<file path="src/sv/acfp_pkg.sv">
// Shared types, constants and the nibble decoder for the ASCII hex to CAN frame parser.
package acfp_pkg;

    localparam int STORE_CHARS_DEF = 22;
    // Number of character positions a frame can reference: 4 id, 1 pad, 1 length, 16 data.
    localparam int FRAME_CHARS     = 22;
    localparam int MIN_FRAME_CHARS = 6;
    localparam int DATA_BYTES      = 8;
    localparam int QUEUE_DEPTH     = 2;

    localparam logic [7:0] CH_START = 8'h3E;  // '>'
    localparam logic [7:0] CH_END   = 8'h3C;  // '<'
    localparam logic [7:0] CH_ACK   = 8'h41;  // 'A'
    localparam logic [7:0] CH_SENT  = 8'h54;  // 'T'
    localparam logic [7:0] CH_CR    = 8'h0D;
    localparam logic [7:0] CH_LF    = 8'h0A;
    localparam logic [7:0] CASE_FOLD_MASK = 8'hDF;
    localparam logic [3:0] MAX_LEN  = 4'd8;

    typedef enum logic [1:0] {
        OP_ECHO,
        OP_ACK,
        OP_FRAME
    } op_t;

    typedef struct packed {
        op_t         op;
        logic [7:0]  ch;
        logic [15:0] id;
        logic [3:0]  len;
        logic [63:0] data;
    } cmd_t;

    // Returns {bad, nibble}: hex digits of either case, or raw codes 0x00-0x0F.
    function automatic logic [4:0] nib_decode(input logic [7:0] c);
        logic [7:0] m;
        logic [7:0] d;
        m = (c > 8'h39) ? (c & CASE_FOLD_MASK) : c;
        d = 8'h00;
        if (m inside {[8'h30:8'h39]}) begin
            d = m - 8'h30;
            return {1'b0, d[3:0]};
        end
        else if (m inside {[8'h41:8'h46]}) begin
            d = m - 8'h37;
            return {1'b0, d[3:0]};
        end
        else if (m < 8'h10) begin
            return {1'b0, m[3:0]};
        end
        else begin
            return {1'b1, m[3:0]};
        end
    endfunction

endpackage

</file>
<file path="src/sv/acfp_front.sv">
// Front end: takes received bytes, tracks reception, stores nibbles and decodes frames.
module acfp_front #(
    parameter int STORE_CHARS = acfp_pkg::STORE_CHARS_DEF
) (
    input  logic                 clk,
    input  logic                 rst_n,
    input  logic                 in_valid,
    output logic                 in_ready,
    input  logic [7:0]           rx_char,
    output logic                 q_push,
    output acfp_pkg::cmd_t       q_cmd,
    input  logic                 q_full
);

    localparam int CNT_W = $clog2(STORE_CHARS + 1);
    localparam int IDX_W = $clog2(STORE_CHARS);

    logic             receiving_reg, receiving_next;
    logic [CNT_W-1:0] count_reg, count_next;
    logic [3:0]       store_reg [STORE_CHARS];
    logic             store_we;
    logic [4:0]       dec;
    logic             accept;

    logic [3:0]       nib_ext [acfp_pkg::FRAME_CHARS];
    logic [3:0]       frame_len;
    logic [15:0]      frame_id;
    logic [63:0]      frame_data;

    assign in_ready = !q_full;
    assign accept   = in_valid && in_ready;
    assign q_push   = accept;
    assign dec      = acfp_pkg::nib_decode(rx_char);

    // Positions past the store read as nibble zero.
    for (genvar i = 0; i < acfp_pkg::FRAME_CHARS; i++) begin : g_ext
        if (i < STORE_CHARS) begin : g_in
            assign nib_ext[i] = store_reg[i];
        end
        else begin : g_out
            assign nib_ext[i] = 4'h0;
        end
    end

    assign frame_len = nib_ext[5];
    assign frame_id  = {nib_ext[0], nib_ext[1], nib_ext[2], nib_ext[3]};

    always_comb
    begin
        frame_data = '0;
        for (int k = 0; k < acfp_pkg::DATA_BYTES; k++) begin
            if (4'(k) < frame_len) begin
                frame_data[8*k +: 8] = {nib_ext[6 + 2*k], nib_ext[7 + 2*k]};
            end
        end
    end

    always_comb
    begin
        receiving_next = receiving_reg;
        count_next     = count_reg;
        store_we       = 1'b0;
        q_cmd.op       = acfp_pkg::OP_ECHO;
        q_cmd.ch       = rx_char;
        q_cmd.id       = frame_id;
        q_cmd.len      = frame_len;
        q_cmd.data     = frame_data;
        if (rx_char == acfp_pkg::CH_START) begin
            q_cmd.op       = acfp_pkg::OP_ACK;
            count_next     = '0;
            receiving_next = 1'b1;
        end
        else if (receiving_reg) begin
            if (rx_char == acfp_pkg::CH_END) begin
                // short frame: keep receiving, keep the count
                if (count_reg >= CNT_W'(acfp_pkg::MIN_FRAME_CHARS)) begin
                    receiving_next = 1'b0;
                    if (frame_len <= acfp_pkg::MAX_LEN) begin
                        q_cmd.op = acfp_pkg::OP_FRAME;
                    end
                end
            end
            else if (dec[4]) begin
                receiving_next = 1'b0;
            end
            else if (count_reg >= CNT_W'(STORE_CHARS)) begin
                receiving_next = 1'b0;
            end
            else begin
                store_we   = 1'b1;
                count_next = count_reg + 1'b1;
            end
        end
    end

    always_ff @(posedge clk or negedge rst_n)
    begin
        if (!rst_n) begin
            receiving_reg <= 1'b0;
            count_reg     <= '0;
            for (int i = 0; i < STORE_CHARS; i++) begin
                store_reg[i] <= 4'h0;
            end
        end
        else if (accept) begin
            receiving_reg <= receiving_next;
            count_reg     <= count_next;
            if (store_we) begin
                store_reg[count_reg[IDX_W-1:0]] <= dec[3:0];
            end
        end
    end

    a_count_bound: assert property (@(posedge clk) disable iff (!rst_n)
        count_reg <= CNT_W'(STORE_CHARS))
        else $error("character count beyond store size");

endmodule

</file>
<file path="src/sv/acfp_fifo.sv">
// Short command queue between the front end and the result sequencer.
module acfp_fifo #(
    parameter int DEPTH = acfp_pkg::QUEUE_DEPTH
) (
    input  logic           clk,
    input  logic           rst_n,
    input  logic           push,
    input  acfp_pkg::cmd_t push_data,
    output logic           full,
    input  logic           pop,
    output acfp_pkg::cmd_t pop_data,
    output logic           not_empty
);

    localparam int PTR_W = (DEPTH > 1) ? $clog2(DEPTH) : 1;
    localparam int CNT_W = $clog2(DEPTH + 1);

    acfp_pkg::cmd_t   mem_reg [DEPTH];
    logic [PTR_W-1:0] wr_ptr_reg, wr_ptr_next;
    logic [PTR_W-1:0] rd_ptr_reg, rd_ptr_next;
    logic [CNT_W-1:0] count_reg, count_next;

    assign full      = (count_reg == CNT_W'(DEPTH));
    assign not_empty = (count_reg != '0);
    assign pop_data  = mem_reg[rd_ptr_reg];

    always_comb
    begin
        wr_ptr_next = wr_ptr_reg;
        rd_ptr_next = rd_ptr_reg;
        count_next  = count_reg;
        if (push) begin
            wr_ptr_next = (wr_ptr_reg == PTR_W'(DEPTH - 1)) ? '0 : wr_ptr_reg + 1'b1;
        end
        if (pop) begin
            rd_ptr_next = (rd_ptr_reg == PTR_W'(DEPTH - 1)) ? '0 : rd_ptr_reg + 1'b1;
        end
        if (push && !pop) begin
            count_next = count_reg + 1'b1;
        end
        else if (pop && !push) begin
            count_next = count_reg - 1'b1;
        end
    end

    always_ff @(posedge clk or negedge rst_n)
    begin
        if (!rst_n) begin
            wr_ptr_reg <= '0;
            rd_ptr_reg <= '0;
            count_reg  <= '0;
        end
        else begin
            wr_ptr_reg <= wr_ptr_next;
            rd_ptr_reg <= rd_ptr_next;
            count_reg  <= count_next;
        end
    end

    always_ff @(posedge clk)
    begin
        if (push) begin
            mem_reg[wr_ptr_reg] <= push_data;
        end
    end

    a_no_overflow: assert property (@(posedge clk) disable iff (!rst_n)
        push |-> (!full || pop))
        else $error("queue write while full");

    a_no_underflow: assert property (@(posedge clk) disable iff (!rst_n)
        pop |-> not_empty)
        else $error("queue read while empty");

endmodule

</file>
<file path="src/sv/acfp_back.sv">
// Result sequencer: expands one queued command into one, two or five results.
module acfp_back (
    input  logic           clk,
    input  logic           rst_n,
    input  logic           q_valid,
    input  acfp_pkg::cmd_t q_cmd,
    output logic           q_pop,
    output logic           out_valid,
    input  logic           out_ready,
    output logic           result_kind,
    output logic [7:0]     tx_char,
    output logic [15:0]    frame_id,
    output logic [3:0]     frame_len,
    output logic [63:0]    frame_data,
    output logic           last_result
);

    localparam logic [2:0] STEP_ECHO   = 3'd0;
    localparam logic [2:0] STEP_SECOND = 3'd1;
    localparam logic [2:0] STEP_CR     = 3'd2;
    localparam logic [2:0] STEP_LF     = 3'd3;
    localparam logic [2:0] STEP_FRAME  = 3'd4;

    logic [2:0]  step_reg, step_next;
    logic        out_valid_reg, out_valid_next;
    logic        kind_reg, last_reg;
    logic [7:0]  char_reg;
    logic [15:0] id_reg;
    logic [3:0]  len_reg;
    logic [63:0] data_reg;

    logic        load;
    logic        is_last;
    logic        r_kind;
    logic [7:0]  r_char;
    logic [15:0] r_id;
    logic [3:0]  r_len;
    logic [63:0] r_data;

    assign load  = q_valid && (!out_valid_reg || out_ready);
    assign q_pop = load && is_last;

    always_comb
    begin
        case (q_cmd.op)
            acfp_pkg::OP_ECHO:  is_last = 1'b1;
            acfp_pkg::OP_ACK:   is_last = (step_reg == STEP_SECOND);
            acfp_pkg::OP_FRAME: is_last = (step_reg == STEP_FRAME);
            default:            is_last = 1'b1;
        endcase
    end

    always_comb
    begin
        r_kind = 1'b0;
        r_char = 8'h00;
        r_id   = 16'h0000;
        r_len  = 4'h0;
        r_data = 64'h0;
        case (step_reg)
            STEP_ECHO:   r_char = q_cmd.ch;
            STEP_SECOND: r_char = (q_cmd.op == acfp_pkg::OP_ACK) ? acfp_pkg::CH_ACK
                                                                 : acfp_pkg::CH_SENT;
            STEP_CR:     r_char = acfp_pkg::CH_CR;
            STEP_LF:     r_char = acfp_pkg::CH_LF;
            STEP_FRAME:
            begin
                r_kind = 1'b1;
                r_id   = q_cmd.id;
                r_len  = q_cmd.len;
                r_data = q_cmd.data;
            end
            default:     r_char = 8'h00;
        endcase
    end

    always_comb
    begin
        step_next      = step_reg;
        out_valid_next = out_valid_reg;
        if (load) begin
            step_next      = is_last ? STEP_ECHO : step_reg + 3'd1;
            out_valid_next = 1'b1;
        end
        else if (out_ready) begin
            out_valid_next = 1'b0;
        end
    end

    always_ff @(posedge clk or negedge rst_n)
    begin
        if (!rst_n) begin
            step_reg      <= STEP_ECHO;
            out_valid_reg <= 1'b0;
        end
        else begin
            step_reg      <= step_next;
            out_valid_reg <= out_valid_next;
        end
    end

    always_ff @(posedge clk)
    begin
        if (load) begin
            kind_reg <= r_kind;
            char_reg <= r_char;
            id_reg   <= r_id;
            len_reg  <= r_len;
            data_reg <= r_data;
            last_reg <= is_last;
        end
    end

    assign out_valid   = out_valid_reg;
    assign result_kind = kind_reg;
    assign tx_char     = char_reg;
    assign frame_id    = id_reg;
    assign frame_len   = len_reg;
    assign frame_data  = data_reg;
    assign last_result = last_reg;

    a_head_held: assert property (@(posedge clk) disable iff (!rst_n)
        (step_reg != STEP_ECHO) |-> q_valid)
        else $error("command left the queue mid-sequence");

    a_frame_last: assert property (@(posedge clk) disable iff (!rst_n)
        (out_valid_reg && kind_reg) |-> last_reg)
        else $error("CAN frame result not marked last");

endmodule

</file>
<file path="src/sv/ascii_hex_to_can_frame_parser.sv">
// Top level of the ASCII hex serial to CAN frame parser.
//
//  channel | direction | handshake            | payload
//  --------+-----------+----------------------+------------------------------------------
//  input   | in        | in_valid / in_ready  | rx_char
//  output  | out       | out_valid / out_ready| result_kind, tx_char, frame_id, frame_len,
//          |           |                      | frame_data, last_result
//
// Cycles: the front end takes one byte per clock while the command queue has room.
// The sequencer sends one result per clock while out_ready allows, so a byte yields one
// result (echo), two (echo and 'A') or five (echo, 'T', CR, LF, frame); the sequencer's
// output register sets the sustained rate.
// Reset: rst_n clears reception, the character count and the nibble store at once.
// Stalls: out_ready low holds the output register; the queue then fills and in_ready
// drops, while the front end keeps its reception state untouched.
module ascii_hex_to_can_frame_parser #(
    parameter int STORE_CHARS = acfp_pkg::STORE_CHARS_DEF,
    parameter int QUEUE_DEPTH = acfp_pkg::QUEUE_DEPTH
) (
    input  logic        clk,
    input  logic        rst_n,
    input  logic        in_valid,
    output logic        in_ready,
    input  logic [7:0]  rx_char,
    output logic        out_valid,
    input  logic        out_ready,
    output logic        result_kind,
    output logic [7:0]  tx_char,
    output logic [15:0] frame_id,
    output logic [3:0]  frame_len,
    output logic [63:0] frame_data,
    output logic        last_result
);

    // Command transfer from the front end into the queue
    logic           q_push;
    acfp_pkg::cmd_t q_push_cmd;
    logic           q_full;

    // Command transfer from the queue into the sequencer
    logic           q_pop;
    acfp_pkg::cmd_t q_head_cmd;
    logic           q_not_empty;

    // Front end: classifies each byte, updates reception and, at '<', decodes the
    // stored nibbles into id, length and data in the same cycle.
    acfp_front #(
        .STORE_CHARS (STORE_CHARS)
    ) u_front (
        .clk      (clk),
        .rst_n    (rst_n),
        .in_valid (in_valid),
        .in_ready (in_ready),
        .rx_char  (rx_char),
        .q_push   (q_push),
        .q_cmd    (q_push_cmd),
        .q_full   (q_full)
    );

    // Decouples byte intake from result delivery so either side can stall.
    acfp_fifo #(
        .DEPTH (QUEUE_DEPTH)
    ) u_queue (
        .clk       (clk),
        .rst_n     (rst_n),
        .push      (q_push),
        .push_data (q_push_cmd),
        .full      (q_full),
        .pop       (q_pop),
        .pop_data  (q_head_cmd),
        .not_empty (q_not_empty)
    );

    // Sequencer: walks the head command through its results, one per transfer.
    acfp_back u_back (
        .clk         (clk),
        .rst_n       (rst_n),
        .q_valid     (q_not_empty),
        .q_cmd       (q_head_cmd),
        .q_pop       (q_pop),
        .out_valid   (out_valid),
        .out_ready   (out_ready),
        .result_kind (result_kind),
        .tx_char     (tx_char),
        .frame_id    (frame_id),
        .frame_len   (frame_len),
        .frame_data  (frame_data),
        .last_result (last_result)
    );

endmodule

</file>
<file path="config.mk">
export PLATFORM = sky130hd
export DESIGN_NAME = ascii_hex_to_can_frame_parser
export DESIGN_NICKNAME = d
export VERILOG_FILES = /design/src/sv/acfp_pkg.sv /design/src/sv/acfp_front.sv /design/src/sv/acfp_fifo.sv /design/src/sv/acfp_back.sv /design/src/sv/ascii_hex_to_can_frame_parser.sv
export SDC_FILE = /design/constraint.sdc
export NUM_CORES = 1
export LEC_CHECK = 0
export ABC_AREA = 1
export BUFFER_PORTS_ARGS = -buffer_cell sky130_fd_sc_hd__clkbuf_2
export CAP_MARGIN = 20
export CORE_ASPECT_RATIO = 1.2
export CORE_UTILIZATION = 50
export CTS_CLUSTER_DIAMETER = 80
export DETAILED_ROUTE_END_ITERATION = 7
export GPL_ROUTABILITY_DRIVEN = 0
export PLACE_DENSITY_LB_ADDON = 0.25
export SLEW_MARGIN = 20
export SYNTH_ARGS = -nofsm -noshare
export SYNTH_HDL_FRONTEND = slang
export SYNTH_SLANG_ARGS = --single-unit
</file>
<file path="constraint.sdc">
create_clock -name clk -period 7.29 [get_ports clk]
set_input_delay 0 -clock clk [delete_from_list [all_inputs] [get_ports clk]]
set_output_delay 0 -clock clk [all_outputs]
set_load 0.005 [all_outputs]
</file>
==> summary by stage <==
Logic synthesis
The dominant cell type by area after synthesis is sky130_fd_sc_hd__edfxtp_1. The share of synthesized area in the top cell type comes to 0.554. For this run, the number of Yosys warnings is 0.

The gate count of the mapped netlist is 1344. Counting flops and latches in the post-synthesis netlist gives between 300 and 400. The post-synthesis area per instance is about 11 sq um. By area the synthesized netlist is led by sky130_fd_sc_hd__edfxtp_1 55%, sky130_fd_sc_hd__dfrtp_1 16%, sky130_fd_sc_hd__nand2_1 9.7%. The simple-gate share of the synthesized area is 0.180.

The xor and xnor area share after synthesis is 0.00401. Of the total synthesized cell area, the portion taken by full adders, half adders and majority gates is 0.0139. The distinct cell type count of the synthesized netlist is 28. After synthesis, the largest family of logic cells by area is simple AND/OR/NAND/NOR gates. The mux share of post-synthesis cell area is 0. The area fraction in compound gates after synthesis is 0.0390.

The net count of the mapped netlist is 1373. The cell area that synthesis handed to floorplanning was about 15000 sq um. For this run, the register share of the synthesized area comes to 0.714.

Timing
Setup repair after global routing left no endpoint under its margin. The number of hold violations in the final report was 0. The sum of negative setup slack is 0 ns. For this run, the top clock speed supported by timing is between 300 and 400 MHz. The worst clock skew on the final layout is between 0.02 and 0.025 ns. Setup violations remaining at the end of the flow were counted as 0. The max-slew violation count is 0. The final critical-path share of the clock period is 0.439. In this run the tightest slew margin relative to its limit is 0.286. At the pin with the least slew margin, the transition time is 1.07 ns. The shortest clock period the worst path allows after layout is between 3 and 4 ns.

Floorplan
The floorplan has 69 rows. The die covers around 31000 sq um. After floorplanning, the core was sized to cover approximately 30000 sq um. The count of pins on the block boundary is between 100 and 150. The die is slightly below 200 um tall. The initial standard-cell utilization of the core is 0.512. From left edge to right edge, the die measures approximately 160 um.

Clock network
CTS placed an instance of sky130_fd_sc_hd__clkbuf_16 at the clock tree root. The number of buffers on the longest clock path is 3. The later pin in the worst-skew pair is clocked with a latency of roughly 0.53 ns. Buffers added to address setup during post-CTS repair amount to 0. After clock tree synthesis, the clock-pin slew on the worst setup and hold paths is 0.07 ns. The clock tree synthesis step divided the H-tree into 2 levels.

Buffers inserted during clock tree synthesis total 36. Post-CTS repair changed the size of 0 cells. TritonCTS built the clock tree. The total of hold buffers inserted after clock tree synthesis is 12. The number of clock sinks is between 300 and 400.

Setup path
The signal on the critical path passes through buf_4 > o21ai_0 > ha_1 > inv_1 > nor2_1 > nor3_1 > inv_1 > nand2_1 > ha_1 > a21oi_1 > o21ai_0 > xor2_1. Data arrives at the worst endpoint at 3.60 ns. Counting both buffers and inverters, the worst setup path holds a total of 3. The largest fanout of any net on the critical path is 94. The endpoint required time on the critical path is around 7.7 ns. In this run the critical register-to-register path is launched from u_queue.rd_ptr_reg. The first element of the critical path is u_queue.rd_ptr_reg. The cell class contributing the biggest share of worst-path delay is buffers and inverters.

The largest single stage delay on the critical path is roughly 0.79 ns. The standard cell with the maximum stage delay on the critical path is sky130_fd_sc_hd__buf_4. STA classifies the critical path endpoint as a register. STA classifies the critical path startpoint as a register. The worst setup path is of the reg2reg kind.

Min path
The startpoint of the most critical hold path is in_valid. The worst hold path class is in2reg.

Placement
The number of placed instances, taps included is about 1.8k. Input and output buffers added on the ports amount to 107. The wire-length estimate of the detail-placed layout is ~18 mm.

Cells and area
The number of flip-flops in the largest register is around 190. For this run, the post-layout net count is 1476. Once layout is complete, the cells apart from fillers number 1865.

0 antenna diodes ended up in the layout. The area of combinational cells with multiple inputs is approximately 3600 sq um. The share of layout cells above drive strength 1 is 0.129. The footprint of the flip-flops and latches is 10900 sq um. Counting the fill cells in the layout gives roughly 2.5k. The area growth from synthesis to final layout is 13.7%.

Drt
The number of detailed-route iterations in the first pass is 5. The post-route antenna net violation count is 0. The detailed-route via count is between 9k and 10k.

The routed length per placed instance is about 17 um. For this block, the initial DRC count from the detailed router was approximately 650. Wires add up to between 30 and 40 mm. In the routed design, unresolved DRC markers number 0.

In the routed layout, each cell is associated on average with a via count of about 5.3.

Power and ir drop
The static leakage power is roughly 7.2 nW. The internal power component is 4.41 mW. The clock group share of total power is 0.294. In this run the power density over the cells is around 360 nW/um^2. The part of the power in registers is 0.499. The net switching power is 1.85 mW. The share of total power dissipated in combinational logic is 0.207. Of the total power, the share spent switching nets is 0.296.

The maximum VDD drop is around 0.00028 V.

Status
The run finished with clean final reports.

GRT
The wire length of the first global-routing pass is around 51 mm. The initial antenna violation count came to 0. In the global route stage, overall resource usage came out at 0.207. The pin count of the biggest net entering global routing is between 90 and 100.

The final global-route overflow total is 0. The number of global-route vias before repair is about 10k.

Run
The tool flagged a number of max-cap violations equal to 0.
==> per-layer routing <==
metal  vias up  wire length (um)  global-route usage  share of wire
met3        68              1760              0.0332          0.056
met2       271             15900               0.366           0.51
met5         -                 0                   0              0
met4         0               834              0.0755          0.027
met1      4762             12700               0.256           0.41
li1       4779                 -                   -              -
==> Yosys cell counts, drive strengths merged <==
cell type / instances
o22ai: 1
xor2: 6
dfrtp: 98
a31oi: 1
a21oi: 93
ha: 17
nand2: 398
xnor2: 1
buf: 25
edfxtp: 282
clkbuf: 40
nor4: 1
o211ai: 4
nand3: 25
nand4: 106
nor2: 110
inv: 114
o21ai: 17
or2: 4
nor3: 1
==> stage by stage <==
stage	setup slack, ns	utilization	instance area (sq um)	hold slack (ns)	total power [mW]
after floorplan	0.570	-	15300	-0.296	3.98
after global placement	4.20	0.539	16100	-0.0508	4.45
after detailed placement	4.08	0.539	16100	-0.0531	4.49
after CTS	4.04	0.582	17400	0.130	6.33
after global routing	3.75	0.583	17400	0.168	6.58
final	4.09	0.583	17400	0.143	6.27
==> cell families (layout without fill, tap and decap cells) <==
| group | count (synthesis) | in the layout |
|---|---|---|
| adders and majority gates | 17 | 17 |
| DFF | 380 | 380 |
| xor gates and xnor gates | 7 | 7 |
| and+or+nand+nor | 645 | 645 |
| AOI/OAI and AO/OA | 116 | 116 |
| buffers and inverters | 179 | 310 |
==> power by group through the flow <==
stage / clock, mW / combinational [mW] / sequential (mW)
after floorplan: 0 / 0.718 / 3.26
after global placement: 0 / 1.29 / 3.16
after detailed placement: 0 / 1.31 / 3.17
after CTS: 1.87 / 1.33 / 3.13
after global routing: 1.95 / 1.45 / 3.18
final: 1.84 / 1.30 / 3.13
==> worst paths after layout <==
check                                        endpoint  slack, ns  cells after the start
worst max-delay path             u_queue.count_reg[1]       4.09                     12
worst min-delay path            u_front.receiving_reg       0.14                      4
min in group asynchronous          u_back.step_reg[1]       0.52                      4
max in group asynchronous          u_queue.rd_ptr_reg       5.81                      4
worst max register to register   u_queue.count_reg[1]       4.09                     12
worst min register to register    u_front.nib_ext[52]       0.48                      2
==> worst reg2reg max path, stage by stage (launching register included) <==
cell and delay [ns]:
sky130_fd_sc_hd__dfrtp_2 0.37, sky130_fd_sc_hd__buf_4 0.79, sky130_fd_sc_hd__o21ai_0 0.33, sky130_fd_sc_hd__ha_1 0.29
sky130_fd_sc_hd__inv_1 0.05, sky130_fd_sc_hd__nor2_1 0.04, sky130_fd_sc_hd__nor3_1 0.35, sky130_fd_sc_hd__inv_1 0.11
sky130_fd_sc_hd__nand2_1 0.11, sky130_fd_sc_hd__ha_1 0.26, sky130_fd_sc_hd__a21oi_1 0.12, sky130_fd_sc_hd__o21ai_0 0.11
sky130_fd_sc_hd__xor2_1 0.16
==> cells in the final DEF (no fill, tap or decap) <==
cell,Yosys,layout
sky130_fd_sc_hd__a21oi_1,92,91
sky130_fd_sc_hd__a21oi_2,1,1
sky130_fd_sc_hd__a21oi_4,0,1
sky130_fd_sc_hd__a31oi_1,1,1
sky130_fd_sc_hd__buf_12,0,1
sky130_fd_sc_hd__buf_4,2,11
sky130_fd_sc_hd__buf_8,5,1
sky130_fd_sc_hd__bufinv_16,0,3
sky130_fd_sc_hd__clkbuf_1,40,8
sky130_fd_sc_hd__clkbuf_16,0,37
sky130_fd_sc_hd__clkbuf_2,0,106
sky130_fd_sc_hd__clkbuf_8,0,2
sky130_fd_sc_hd__clkinv_1,0,8
sky130_fd_sc_hd__clkinv_2,0,4
sky130_fd_sc_hd__clkinv_4,0,1
sky130_fd_sc_hd__clkinvlp_4,0,1
sky130_fd_sc_hd__dfrtp_1,98,97
sky130_fd_sc_hd__dfrtp_2,0,1
sky130_fd_sc_hd__dlygate4sd3_1,0,11
sky130_fd_sc_hd__edfxtp_1,282,282
sky130_fd_sc_hd__ha_1,17,17
sky130_fd_sc_hd__inv_1,107,106
sky130_fd_sc_hd__inv_2,7,8
sky130_fd_sc_hd__inv_6,0,2
sky130_fd_sc_hd__nand2_1,397,396
sky130_fd_sc_hd__nand2_2,1,2
sky130_fd_sc_hd__nand3_1,25,25
sky130_fd_sc_hd__nand4_1,106,106
sky130_fd_sc_hd__nor2_1,108,106
sky130_fd_sc_hd__nor2_4,2,4
sky130_fd_sc_hd__nor3_1,1,1
sky130_fd_sc_hd__nor4_1,1,1
sky130_fd_sc_hd__o211ai_1,4,4
sky130_fd_sc_hd__o21ai_0,17,17
sky130_fd_sc_hd__o22ai_1,1,1
sky130_fd_sc_hd__or2_2,4,4
sky130_fd_sc_hd__xnor2_1,1,1
sky130_fd_sc_hd__xor2_1,6,6
==> area by class of cell <==
class,instances,share of cell area
Clock buffer,47,0.0565
Timing Repair Buffer,130,0.0436
Clock inverter,19,0.00999
Sequential cell,380,0.628
Multi-Input combinational cell,785,0.210
Inverter,114,0.0246
Tap cell,390,0.0280
Note: power is estimated with default switching activity, not from simulation.
